### src/rtl/tsi_ram.sv
module tsi_ram #(
    parameter int WIDTH = 8,
    parameter int DEPTH = 16
) (
    input  logic                     i_clk,
    input  logic                     i_we,
    input  logic [$clog2(DEPTH)-1:0] i_waddr,
    input  logic [WIDTH-1:0]         i_wdata,
    input  logic [$clog2(DEPTH)-1:0] i_raddr,
    output logic [WIDTH-1:0]         o_rdata
);
    logic [WIDTH-1:0] r_mem [DEPTH];

    always_ff @(posedge i_clk) begin
        if (i_we) begin
            r_mem[i_waddr] <= i_wdata;
        end
        o_rdata <= r_mem[i_raddr];
    end
endmodule

### config.mk
export PLATFORM = sky130hd
export DESIGN_NAME = tsi_ram
export DESIGN_NICKNAME = d
export VERILOG_FILES = /design/src/rtl/tsi_ram.sv
export SDC_FILE = /design/constraint.sdc
export NUM_CORES = 1
export LEC_CHECK = 0
export BUFFER_PORTS_ARGS = -buffer_cell sky130_fd_sc_hd__buf_2
export CORE_UTILIZATION = 55
export CTS_BUF_LIST = sky130_fd_sc_hd__clkbuf_2
export DETAILED_ROUTE_END_ITERATION = 16
export GPL_ROUTABILITY_DRIVEN = 1
export GPL_TIMING_DRIVEN = 0
export PLACE_DENSITY = 0.73
export SYNTH_ARGS = -nofsm -noshare
export SYNTH_HDL_FRONTEND = slang
export SYNTH_SLANG_ARGS = --single-unit
### constraint.sdc
create_clock -name i_clk -period 2.82 [get_ports i_clk]
set_clock_uncertainty 0.2 [all_clocks]
set_input_delay 0.423 -clock i_clk [delete_from_list [all_inputs] [get_ports i_clk]]
set_output_delay 0.423 -clock i_clk [all_outputs]
set_load 0.03 [all_outputs]
======== After elaboration in Yosys (flattened, before gate mapping) ========
Memories as Yosys holds them, arrays and structs flattened. A register that Yosys moved wholly into a read port is not among the register bits.
Index checks and enable logic that the tools add are counted.
storage, ports and cells
  memory bits (writable) .................. 128
  register bits after elaboration ......... 0
  memories kept ........................... 1
operators by class
  mux-type cells .......................... 2
memories
  memory  words  width  read ports  clocked after memory_dff  write ports  RTL line  source
  r_mem   16     8      1           1                         1            12        logic [WIDTH-1:0] r_mem [DEPTH];
operators with widths
  kind     count
  $mux W1  2

======== Longest topological paths before layout ========
  word-level depth ........................ 2
  gate-level depth with buffers ........... 5
  gate-level depth less buffers ........... 3

======== Least setup slack after synthesis ========
Ideal clock, no wire load.
  path type ............................... input to register
  start point ............................. input i_waddr[2]
  end point ............................... memory r_mem[0][0], enable pin
  stages .................................. 2
  arrival ................................. 1.533 ns
  buffers on the path ..................... 0
  slack ................................... 0.704 ns
  required time ........................... 2.237 ns
  path through ............................ or3b_2 nor3_1
RTL lines
  what         RTL line  source
  from (decl)  7         input logic [$clog2(DEPTH)-1:0] i_waddr,
  to (decl)    12
Straight into the memory's write port.

======== Final worst setup path ========
  start point ............................. input i_waddr[2]
  end point ............................... memory r_mem[0][6], enable pin
Straight into the memory's write port.

==> results.md <==
Status:
- The run finished with clean final reports.

Power and ir drop:
- For this design the static power due to leakage is 1.91 nW.
- The power density over the cells is around 630 mW/mm².
- The peak ir drop on the vdd network is around 0.00043 V.

Min path:
- Along the worst hold path, the cell count comes to 4.
- The worst hold path begins at i_raddr[3].
- The destination of the worst hold path is o_rdata[4].
- The worst hold path belongs to the class in -> reg.

Timing:
- The number of setup violations in the final report is 0.
- The remaining max-slew budget at the tightest pin is 0.148.
- The final period demand of the worst path is a little over 2 ns.
- For the pin with the worst max-slew slack, the measured transition is 1.27 ns.
- Static timing analysis puts the maximum clock frequency at just under 0.5 GHz.
- The number of hold violations in the final report is 0.
- The final-report max-slew violation count is 0.
- The setup TNS is 0 ns.
- Setup repair after global routing left no endpoint under its margin.
- Of the available clock period, the critical path in the final layout requires 0.716.

Clocking:
- At the later pin of the worst-skew pair, clock insertion delay measures about 0.63 ns.
- The CTS tree is done.
- The number of sinks driven by the clock tree is approximately 140.
- The clock passes through at most 2 buffers.
- After clock tree synthesis, the clock-pin slew on the worst setup and hold paths is 0.20 ns.
- Buffers inserted during clock tree synthesis total 17.
- The CTS H-tree depth is 4.
- The cell at the root of the clock tree is clkbuf_2.

Cells and area:
- Summing all flip-flop and latch instances after layout gives 0.00400 mm².
- Relative to the synthesized area, the layout overhead comes to 10.9%.
- 0 antenna diodes ended up in the layout.
- The number of fill cells is between 500 and 600.
- The share of layout cells above drive strength 1 is 0.287.
- The most common cell after layout, fill and taps aside is edfxtp_1.
- At the end of the flow, the number of nets in the layout was just under 300.
- The combined area of the multi-input logic cells is 0.00106 mm².
- For this run, the share of the core covered by cells in the final layout is 0.642.
- The top cell types in the final layout, fill and taps aside, are edfxtp_1, buf_2, clkbuf_2, mux4_2, a22oi_1.

Global route:
- The initial antenna violation count is 0.
- For this run the aggregate overflow at the end of global routing stands at 0.
- The number of global-route vias before repair is between 2000 and 2500.
- The first global-routing pass estimated around 14000 µm of wire.
- The maximum number of pins on one net before global-route repair is 17.
- For this run, the total global-route usage over all layers was measured as 0.212.

Critical path:
- STA classifies the critical path endpoint as a flop.
- In this run the critical register-to-register path is launched from r_mem[5][0].
- The worst reg2reg path endpoint is o_rdata[0].
- The maximum cell stage delay along the critical path is about 1 ns.
- The required time of the worst setup path is roughly 2.9 ns.
- The critical path in this run is classified as in -> reg.
- The number of cells on the worst reg-to-reg path is 3.
- The number of buffers and inverters on the critical path is 1.
- The arrival time of data at the critical path endpoint is 2.07 ns.
- The slowest stage of the critical path is the nor3_1 cell.
- In this run the register-to-register setup slack is 1.21 ns.
- Broken down by cell family, the worst path's largest delay share belongs to simple AND/OR/NAND/NOR gates.
- The critical-path maximum fanout is 8.
- The critical path crosses 3 cells after its start point.
- The signal on the critical path passes through buf_2 -> or3b_2 -> nor3_1.
- The startpoint type of the worst setup path is a primary input.

Routing:
- The highest routing layer actually used is met4.
- The first detailed-routing pass took 4 iterations.
- The total length of routed met2 wires is about 4600 µm.
- The detailed-route wire length is approximately 9100 µm.
- After detailed routing, the average wire length per cell comes to approximately 23 µm.
- Using the TritonRoute via totals, the vias-per-cell ratio works out to about 6.1.
- The initial detailed-routing violation count is about 280.
- The routed layout has ~2400 vias.
- In the final routing, the length of wire on met1 measures 3810 µm.
- The DRC violation count after routing is 0.
- Once detail routing completed, the nets flagged for antenna violations numbered 0.
- The sum of met3 wire segment lengths after detailed routing is approximately 650 µm.

Placed design:
- The number of buffer cells added on primary ports is 24.
- Once detailed placement completed, the half-perimeter wirelength came to 5860 µm.
- At the end of routability-driven placement, the weighted congestion stood at 0.746.

Yosys:
- When the netlist entered floorplanning its net count stood at about 250.
- The number of storage elements in the synthesis netlist is ~140.
- The mean instance size in the synthesized netlist is 22.5 µm².
- The number of different library cells in the post-synthesis netlist is 19.
- The proportion of synthesized chip area in sequential cells is 0.778.
- Synthesis handed over a netlist of 229 instances.
- After synthesis, the cell types taking the most area are edfxtp_1, mux4_2, mux4_1.
- The share of the synthesized area in the top cell type is 0.747.
- The top cell type by total area after synthesis is edfxtp_1.
- The count of synthesis-stage warnings from yosys is 0.
- The cell area that synthesis handed to floorplanning was between 0.005 and 0.006 mm².

Floorplan:
- The floorplan has 34 rows.
- The initial utilization of the core area, before any placement, comes to 0.579.
- The die covers between 0.009 and 0.01 mm².
- In this run the horizontal extent of the chip is slightly below 100 µm.
- The standard cell core area is approximately 0.0089 mm².
- The die is approximately 100 µm tall.
- 26 I/O pins were placed.

Flow run:
- The total of max-cap violations is 0.
[cell families after synthesis]
group | after synthesis | share of synthesized area
simple gates | 35 | 0.0318
mux | 32 | 0.150
compound gates | 16 | 0.0233
flops | 136 | 0.778
buf+inv | 10 | 0.0168
[tightest hold or removal path, stage by stage]
cell	delay, ns
buf_2	0.10
nor2_1	0.13
a22oi_1	0.20
nand2_1	0.07
[cells in the mapped netlist (all sizes together)]
| master | count |
|---|---|
| a22oi | 16 |
| and2 | 1 |
| and2b | 1 |
| buf | 7 |
| clkdlybuf4s25 | 3 |
| dfxtp | 8 |
| edfxtp | 128 |
| mux4 | 32 |
| nand2 | 9 |
| nand2b | 2 |
| nand3 | 1 |
| nand3b | 2 |
| nor2 | 13 |
| nor2b | 1 |
| nor3 | 4 |
| or3b | 1 |
[registers in the layout (all words and copies together) (netlist names)]
name / flops
r_mem: 128
o_rdata: 8
[how the worst max path moves through the flow]
stage | startpoint | end | slack (ns)
2_1_floorplan | i_waddr[2] | r_mem[0][0] | 0.70
3_3_place_gp | i_waddr[2] | r_mem[0][1] | 0.14
3_5_place_dp | i_waddr[2] | r_mem[0][1] | 0.12
4_1_cts | i_waddr[2] | r_mem[0][6] | 0.82
5_1_grt | i_waddr[2] | r_mem[0][6] | 0.74
6_report | i_waddr[2] | r_mem[0][6] | 0.80
[repair_timing]
| action | 4_1_cts | 5_1_grt |
|---|---|---|
| hold endpoints to repair | 128 | 0 |
| resized for setup | 0 | 0 |
| hold buffers | 8 | 0 |
| setup buffers | 0 | 0 |
[per-stage QoR]
stage	instance area [µm²]	hold slack [ns]	power (mW)	cells	worst slack, ns
after floorplan	5150	0.322	2.45	229	0.704
after global placement	5400	0.460	2.54	361	0.139
after detailed placement	5400	0.467	2.55	361	0.118
after CTS	5710	0.0419	3.61	401	0.823
after global routing	5710	0.0574	3.70	401	0.737
final	5710	0.102	3.57	401	0.801
[cell type report]
type,count,share of cell area
plain buffers,10,0.0151
clock buffers,19,0.0167
clock inverters,13,0.0228
multi-input cells,83,0.185
flip-flops and latches,136,0.701
well taps,108,0.0237
repair buffers,32,0.0351
[per-layer routing]
metal	track usage	vias up
met5	0	-
met4	0.0930	0
met3	0.0440	7
met2	0.329	106
met1	0.297	1246
li1	-	1076
[where the power goes]
part	switching [mW]	internal, mW	total (mW)
Combinational	0.146	0.0971	0.243
Clock	0.658	0.406	1.06
Sequential	0.00997	2.26	2.27
Total	0.813	2.76	3.57
(Power assumes the default switching activity.)
