### src/rtl/tsi_pkg.sv
package tsi_pkg;

    localparam int CITIES   = 1024;
    localparam int IDX_W    = 10;
    localparam int CRD_W    = 18;
    localparam int LEN_W    = 48;
    localparam int DIST_W   = 19;
    localparam int SQ_W     = 38;
    localparam int SUM_W    = 22;

    typedef enum logic [1:0] {
        OP_LOAD_CITY = 2'd0,
        OP_LOAD_TOUR = 2'd1,
        OP_SET_LEN   = 2'd2,
        OP_TRY_SWAP  = 2'd3
    } t_op;

    typedef enum logic [3:0] {
        S_IDLE,
        S_TOUR_ADDR,
        S_TOUR_WAIT,
        S_CITY_ADDR,
        S_CITY_WAIT,
        S_DIST,
        S_DIST_WAIT,
        S_DECIDE,
        S_WRITE_A,
        S_WRITE_B,
        S_RESP
    } t_state;

    typedef struct packed {
        logic [1:0]       opcode;
        logic [IDX_W-1:0] first_index;
        logic [IDX_W-1:0] second_index;
        logic [CRD_W-1:0] x_coord;
        logic [CRD_W-1:0] y_coord;
        logic [IDX_W-1:0] city_number;
        logic [LEN_W-1:0] length_value;
    } t_in_item;

    typedef struct packed {
        logic [LEN_W-1:0] tour_length;
        logic             swapped;
        logic             status;
    } t_out_item;

endpackage

### src/rtl/tsi_dist.sv
module tsi_dist (
    input  logic                        i_clk,
    input  logic                        i_rst_n,
    input  logic                        i_start,
    input  logic [tsi_pkg::CRD_W-1:0]   i_dx,
    input  logic [tsi_pkg::CRD_W-1:0]   i_dy,
    output logic                        o_done,
    output logic [tsi_pkg::DIST_W-1:0]  o_dist
);
    import tsi_pkg::*;

    // bit-serial square of dx and dy, then binary digit-by-digit root
    localparam int CNT_W = 6;

    logic             r_phase, n_phase;
    logic             r_busy, n_busy;
    logic [CNT_W-1:0] r_cnt, n_cnt;
    logic [CRD_W-1:0] r_mx, n_mx;
    logic [CRD_W-1:0] r_my, n_my;
    logic [SQ_W:0]    r_acc, n_acc;
    logic [SQ_W:0]    r_ax, n_ax;
    logic [SQ_W:0]    r_ay, n_ay;
    logic [SQ_W+1:0]  r_rem, n_rem;
    logic [DIST_W-1:0] r_root, n_root;
    logic             r_done, n_done;
    logic [SQ_W+1:0]  w_trial;
    logic [SQ_W+1:0]  w_rsh;

    always_comb begin
        w_rsh   = {r_rem[SQ_W-1:0], r_acc[SQ_W-1:SQ_W-2]};
        w_trial = {{(SQ_W+2-DIST_W-2){1'b0}}, r_root, 2'b01};
    end

    always_comb begin
        n_phase = r_phase;
        n_busy  = r_busy;
        n_cnt   = r_cnt;
        n_mx    = r_mx;
        n_my    = r_my;
        n_acc   = r_acc;
        n_ax    = r_ax;
        n_ay    = r_ay;
        n_rem   = r_rem;
        n_root  = r_root;
        n_done  = 1'b0;
        if (i_start) begin
            n_busy  = 1'b1;
            n_phase = 1'b0;
            n_cnt   = '0;
            n_mx    = i_dx;
            n_my    = i_dy;
            n_ax    = {{(SQ_W+1-CRD_W){1'b0}}, i_dx};
            n_ay    = {{(SQ_W+1-CRD_W){1'b0}}, i_dy};
            n_acc   = '0;
        end else if (r_busy && !r_phase) begin
            // one multiplier bit a cycle for each square
            n_acc = r_acc + (r_mx[0] ? r_ax : '0) + (r_my[0] ? r_ay : '0);
            n_mx  = r_mx >> 1;
            n_my  = r_my >> 1;
            n_ax  = r_ax << 1;
            n_ay  = r_ay << 1;
            n_cnt = r_cnt + 1'b1;
            if (r_cnt == CNT_W'(CRD_W-1)) begin
                n_phase = 1'b1;
                n_cnt   = '0;
                n_rem   = '0;
                n_root  = '0;
            end
        end else if (r_busy) begin
            // one root bit a cycle, two radicand bits shifted in
            n_acc = {r_acc[SQ_W-2:0], 2'b00};
            if (w_rsh >= w_trial) begin
                n_rem  = w_rsh - w_trial;
                n_root = {r_root[DIST_W-2:0], 1'b1};
            end else begin
                n_rem  = w_rsh;
                n_root = {r_root[DIST_W-2:0], 1'b0};
            end
            n_cnt = r_cnt + 1'b1;
            if (r_cnt == CNT_W'(DIST_W-1)) begin
                n_busy = 1'b0;
                n_done = 1'b1;
            end
        end
    end

    always_ff @(posedge i_clk) begin
        if (!i_rst_n) begin
            r_busy  <= 1'b0;
            r_done  <= 1'b0;
            r_phase <= 1'b0;
            r_cnt   <= '0;
        end else begin
            r_busy  <= n_busy;
            r_done  <= n_done;
            r_phase <= n_phase;
            r_cnt   <= n_cnt;
        end
        r_mx   <= n_mx;
        r_my   <= n_my;
        r_acc  <= n_acc;
        r_ax   <= n_ax;
        r_ay   <= n_ay;
        r_rem  <= n_rem;
        r_root <= n_root;
    end

    assign o_done = r_done;
    assign o_dist = r_root;
endmodule

### config.mk
export PLATFORM = sky130hd
export DESIGN_NAME = tsi_dist
export DESIGN_NICKNAME = d
export VERILOG_FILES = /design/src/rtl/tsi_pkg.sv /design/src/rtl/tsi_dist.sv
export SDC_FILE = /design/constraint.sdc
export NUM_CORES = 1
export LEC_CHECK = 0
export CAP_MARGIN = 0
export CORE_ASPECT_RATIO = 2
export CORE_MARGIN = 5
export CORE_UTILIZATION = 60
export CTS_BUF_LIST = sky130_fd_sc_hd__clkbuf_2
export DETAILED_ROUTE_END_ITERATION = 10
export DONT_BUFFER_PORTS = 1
export GPL_TIMING_DRIVEN = 0
export PLACE_DENSITY = 0.75
export SLEW_MARGIN = 20
export SYNTH_ARGS = -nofsm -noshare
export SYNTH_HDL_FRONTEND = slang
export SYNTH_SLANG_ARGS = --single-unit
### constraint.sdc
create_clock -name i_clk -period 4 [get_ports i_clk]
set_input_delay 0.2 -clock i_clk [delete_from_list [all_inputs] [get_ports i_clk]]
set_output_delay 0.2 -clock i_clk [all_outputs]
set_load 0.01 [all_outputs]
## Word-level counts from Yosys, hierarchy flattened

Index checks and enable logic that the tools add are counted.

- Flip-flop bits (word level): 219
- Input bits: 39
- Output and inout port bits: 20
- Logic and storage cells: 61

- Add/sub/neg operators: 4
- $lt $le $gt $ge: 1
- Eq/ne operators: 4
- Multiplexer cells: 28
- Bitwise operators: 3
- Reduce and logical (&&, ||, !) cells: 8

Operators with widths:

| operator | number |
|---|---|
| 2-to-1 mux 39 bit | 4 |
| 2-to-1 mux 38 bit | 4 |
| 2-to-1 mux 18 bit | 8 |
| adder 39 bit | 2 |
| 2-to-1 mux 19 bit | 3 |
| greater-or-equal comparator 40 x 21 -> 1 bit | 1 |
| subtractor 38 x 21 -> 38 bit | 1 |
| 2-to-1 mux 6 bit | 3 |
| equality test 6 x 5 -> 1 bit (second input constant) | 2 |
| adder 6 x 1 -> 6 bit (second input constant) | 1 |
| 2-to-1 mux 1 bit | 6 |
| nonzero test 2 bit | 2 |
| OR reduction 4 bit | 1 |
| inverter 1 bit | 3 |
| AND reduction 3 bit | 1 |
| != test 2 x 1 -> 1 bit (second input constant) | 1 |
| != test 2 bit (second input constant) | 1 |
| AND reduction 2 bit | 1 |
| OR reduction 2 bit | 1 |
| logical AND 1 bit | 1 |
| zero test 1 bit | 1 |

## Depth between registers and ports, before layout

- Word-level depth: 5
- Mapped depth: 16
- Mapped depth without buffers: 14

## Worst setup path before layout

Ideal clock, no wire load.

- Path kind: reg-to-reg
- From: register r_busy
- To: register r_root[0] (netlist: o_dist[0]) (enable)
- Arrival time: 3.725 ns
- Data required time: 3.528 ns
- Slack: -0.197 ns
- Cell stages (with the launch flop): 6
- Buffers on the path: 3
- Period minus slack after synthesis: 4.197 ns
- Cells stage by stage: dfxtp_1 > clkbuf_1 > clkbuf_1 > buf_1 > nand2_1 > nor2_1

- Longest elaborated chain between the ends: 3
- Elaborated cells between the ends (all ways): 4
- Classes of those cells: 1 x eq/ne; 3 x reduce/logical

Ends and longest elaborated chain:

| what | line | RTL |
|---|---|---|
| from (decl) | tsi_dist.sv:16 | `logic r_busy, n_busy;` |
| from (signal assigned) | tsi_dist.sv:94 | `r_busy <= n_busy;` |
| logical AND 1 bit | tsi_dist.sv:55 | `end else if (r_busy && !r_phase) begin` |
| != test 2 x 1 -> 1 bit (no line) / nonzero test 2 bit (equally long branches) | -- |  |
| AND reduction 3 bit (no line) (*) | -- |  |
| to (signal assigned) | tsi_dist.sv:105 | `r_root <= n_root;` |
| to (decl) | tsi_dist.sv:24 | `logic [DIST_W-1:0] r_root, n_root;` |

Every way passes the cells marked *; elsewhere a longest branch is shown, timed or not.
A chain may end at the register's enable or synchronous reset.

## Final worst setup path

- From: register r_my[0]
- To: register r_acc[36]

- Longest elaborated chain between the ends: 3

Ends and longest elaborated chain:

| what | line | RTL |
|---|---|---|
| from (decl) | tsi_dist.sv:19 | `logic [CRD_W-1:0] r_my, n_my;` |
| from (signal assigned) | tsi_dist.sv:100 | `r_my <= n_my;` |
| 2-to-1 mux 39 bit | tsi_dist.sv:57 | `n_acc = r_acc + (r_mx[0] ? r_ax : '0) + (r_my[0] ? r_ay : '0);` |
| adder 39 bit | tsi_dist.sv:57 |  |
| 2-to-1 mux 39 bit | tsi_dist.sv:55 |  |
| to (signal assigned) | tsi_dist.sv:101 | `r_acc <= n_acc;` |
| to (decl) | tsi_dist.sv:20 | `logic [SQ_W:0] r_acc, n_acc;` |

No other way between the ends.

==> impl_results.md <==
* Net Sw Power at 0.001542 W
* Layout cells sized above 1 at 0.08509
* GRT Resource Usage Total at 0.2950
* Routed WL per cell at 19.95 µm
* Synth area leader: edfxtp_1
* Post-synth cell types at 70
* Total gr overflow at 0
* FMAX at 0.2575 GHz
* Run status: finished, final reports clean
* Dominant synthesized flop cell: edfxtp_1
* Final std cells w/o fill at 1,840
* Total leakage power at 6.085 nW
* Hold Path End: r_ay[10]
* Drt pass-1 iters at 5
* Async SR Flop Fraction at 0
* Global-route wire length before repair at 57,890 µm
* Sequential share of power at 0.525
* Worst vdd ir at 0.2497 mV
* Post-Syn Nets at 1,570
* Final Cycle Share at 0.9708
* Slew Limit Fails at 0
* Class of the worst hold path: input pin to flip-flop
* Register area share after synthesis at 0.4248
* Fillers at 1,836
* Clk sinks at 216
* Number of global-route vias before repair at 11,900
* WS Path Type: flip-flop to flip-flop
* Cell with the most instances after synthesis: nand2_1
* Clock share of power at 0.287
* Final routed DRC violation total at 0
* Hpwl dp at 27,680 µm
* CTS tree: built
* Setup Viol. Count Final at 0
* Post-synth EDFFs at 129
* Post-Synthesis Cell Area at 0.01322 mm²
* CTS HTree Levels at 2
* Ports at 59
* Area share of the largest cell type after synthesis at 0.2930
* Chip Height at 219.9 µm
* DIE AREA at 0.02528 mm²
* R2r endpoint: r_acc[36]
* Grt met1 use at 0.2530
* CP Launch Type: flip-flop
* Hold_sp: i_dy[10]
* Synth top cells by count: nand2_1, edfxtp_1, o21ai_0
* Warnings, synthesis at 0
* Worst Skew at 0.07879 ns
* Final TNS setup at 0 ns
* Yosys reg bits at 216
* Die span in x at 115.0 µm
* Reg2reg start: r_my[0]
* Initial antenna violation count at 1
* Nets at 1,662
* Pwr/cell area at 332.4 mW/mm²
* CTS Buf Count at 48
* Total wire length at 36,700 µm
* Initial drt markers at 832
* RSZ-0062 raised after global routing: yes
* Busiest grt layer: met2
* Hold_ws at 0.1217 ns
* GR Util met2 at 0.5630
* IO buf count at 0
* Met3 usage at 0.04259
* Finished Cell Area at 0.01466 mm²
* Worst slew margin at 0.3473
* DRT antenna net count at 0
* Rows at 77
* Placed Area at 0.01365 mm²
* Routability cong. at 0.9569
* Via count at 11,070
* CP required at 4.76 ns
* Reg2Reg Depth at 13
* Via density at 6.018
* Clk buf depth at 3
* R2r setup slk at 0.12 ns
* Worst-Margin Slew at 0.9791 ns
* Root Buffer: clkbuf_2
* Initial Util at 0.6018
* Clock transition at path regs at 0.12 ns
* Core area at 0.02197 mm²
* Clock Latency Late Sink at 0.86 ns
* Max-Cap Viols at 0
* Gate power share at 0.187
* Critical path fanouts, max at 10
* Avg Inst Size Synth at 9.225 µm²
* Pre-CTS WS at -1.138 ns
* Final Hold Fails at 0
* WHS Path Cells at 3
* Internal at 0.003330 W
* Min cycle time layout at 3.883 ns
* Arrival time at the worst endpoint at 4.64 ns
* Synth area leaders: edfxtp_1, dfxtp_1, fa_1
* Crit end category: flip-flop
* Switching Share at 0.3165
* Area Overhead vs Synth at 10.88%
* Placed Cells at 1,712
* Final worst setup slack at 0.1169 ns
* Mapped Cells at 1,433
* Largest net degree at the start of global routing at 59
flip-flops by register name (all words and copies together) (netlist names):
name,flops
o_dist,19
o_done,1
r_phase,1
r_rem,38
r_ax,38
r_acc,38
r_cnt,6
r_mx,18
r_busy,1
r_my,18
r_ay,38
power groups by stage:
stage	Sequential, W	Clock [W]	Combinational, W
floorplan	0.00258	0	0.000598
global placement	0.00261	0	0.000792
detailed placement	0.00261	0	0.000817
CTS	0.00256	0.00143	0.000873
global route	0.00257	0.00155	0.00101
finish	0.00256	0.00140	0.000913
critical path, cell delays in order, from the launching register on:
cell and delay [ns]:
edfxtp_1 0.49, buf_4 0.22, and2_1 0.15, fa_1 0.43
ha_1 0.40, o21ai_0 0.14, nor2_2 0.26, o2111ai_4 0.24
o2111ai_4 0.34, nand3_1 0.18, a31oi_2 0.30, o221ai_1 0.20
a21o_1 0.21, a32o_1 0.24
through the flow:
step,utilization,total power [W]
after global placement,0.6176,0.003400
after global routing,0.6673,0.005134
after floorplan,-,0.003182
after CTS,0.6638,0.004863
final,0.6673,0.004872
after detailed placement,0.6216,0.003423
final cells by class:
| class | count | area (µm²) | area share |
|---|---|---|---|
| Inverter | 110 | 412.9 | 0.02817 |
| Tap cell | 276 | 345.3 | 0.02356 |
| Antenna cell | 1 | 2.502 | 0.0001707 |
| Clock buffer | 77 | 385.4 | 0.02629 |
| Clock inverter | 11 | 41.29 | 0.002817 |
| Multi-Input combinational cell | 1034 | 7019 | 0.4789 |
| Timing Repair Buffer | 49 | 526.8 | 0.03594 |
| Buffer | 66 | 309.0 | 0.02108 |
| Sequential cell | 216 | 5615 | 0.3831 |
worst max path at each step:
stage,start,end,slack (ns),depth (start not counted)
final,r_my[0],r_acc[36],0.12,13
after global routing,r_mx[0],r_acc[36],-0.04,13
after CTS,r_mx[0],r_acc[36],0.001,13
after detailed placement,r_my[0],r_acc[37],-1.14,16
after global placement,r_my[0],r_acc[37],-1.06,16
after floorplan,r_mx[0],r_acc[27],0.18,16
kinds of logic after synthesis:
group                    share of synthesized area
XOR/XNOR                                   0.03777
buffers and inverters                      0.05395
multiplexers                               0.01675
AO/OA/AOI/OAI                               0.1812
adder cells (fa/ha/maj)                     0.1143
flip-flops                                  0.4248
AND/OR/NAND/NOR                             0.1712
routing by layer:
layer  part of all wire  up-vias
li1                   -     5239
met2               0.55      425
met5                  0        -
met3              0.041      205
met1               0.31     5205
met4               0.10        0
repair_timing:
item                                    4_1_cts  5_1_grt
setup buffers                                 3        2
gates resized for setup                      17       22
endpoints found under the setup margin       27       12
pin swaps                                     3        4
endpoints found under the hold margin        81        0
hold buffers                                 41        0
cell usage in the layout (no fill, tap or decap), types with 51 or more instances in the layout:
master    synthesis  routed
inv_1           110     110
nand2_1         188     187
nor2_1          110     108
a21oi_1         100      97
dfxtp_1          87      87
clkbuf_1         63      51
clkbuf_2          0      78
ha_1             60      60
o21ai_0         118     117
edfxtp_1        129     129
and2_1           79      79
Note: power is estimated with default switching activity, not from simulation.
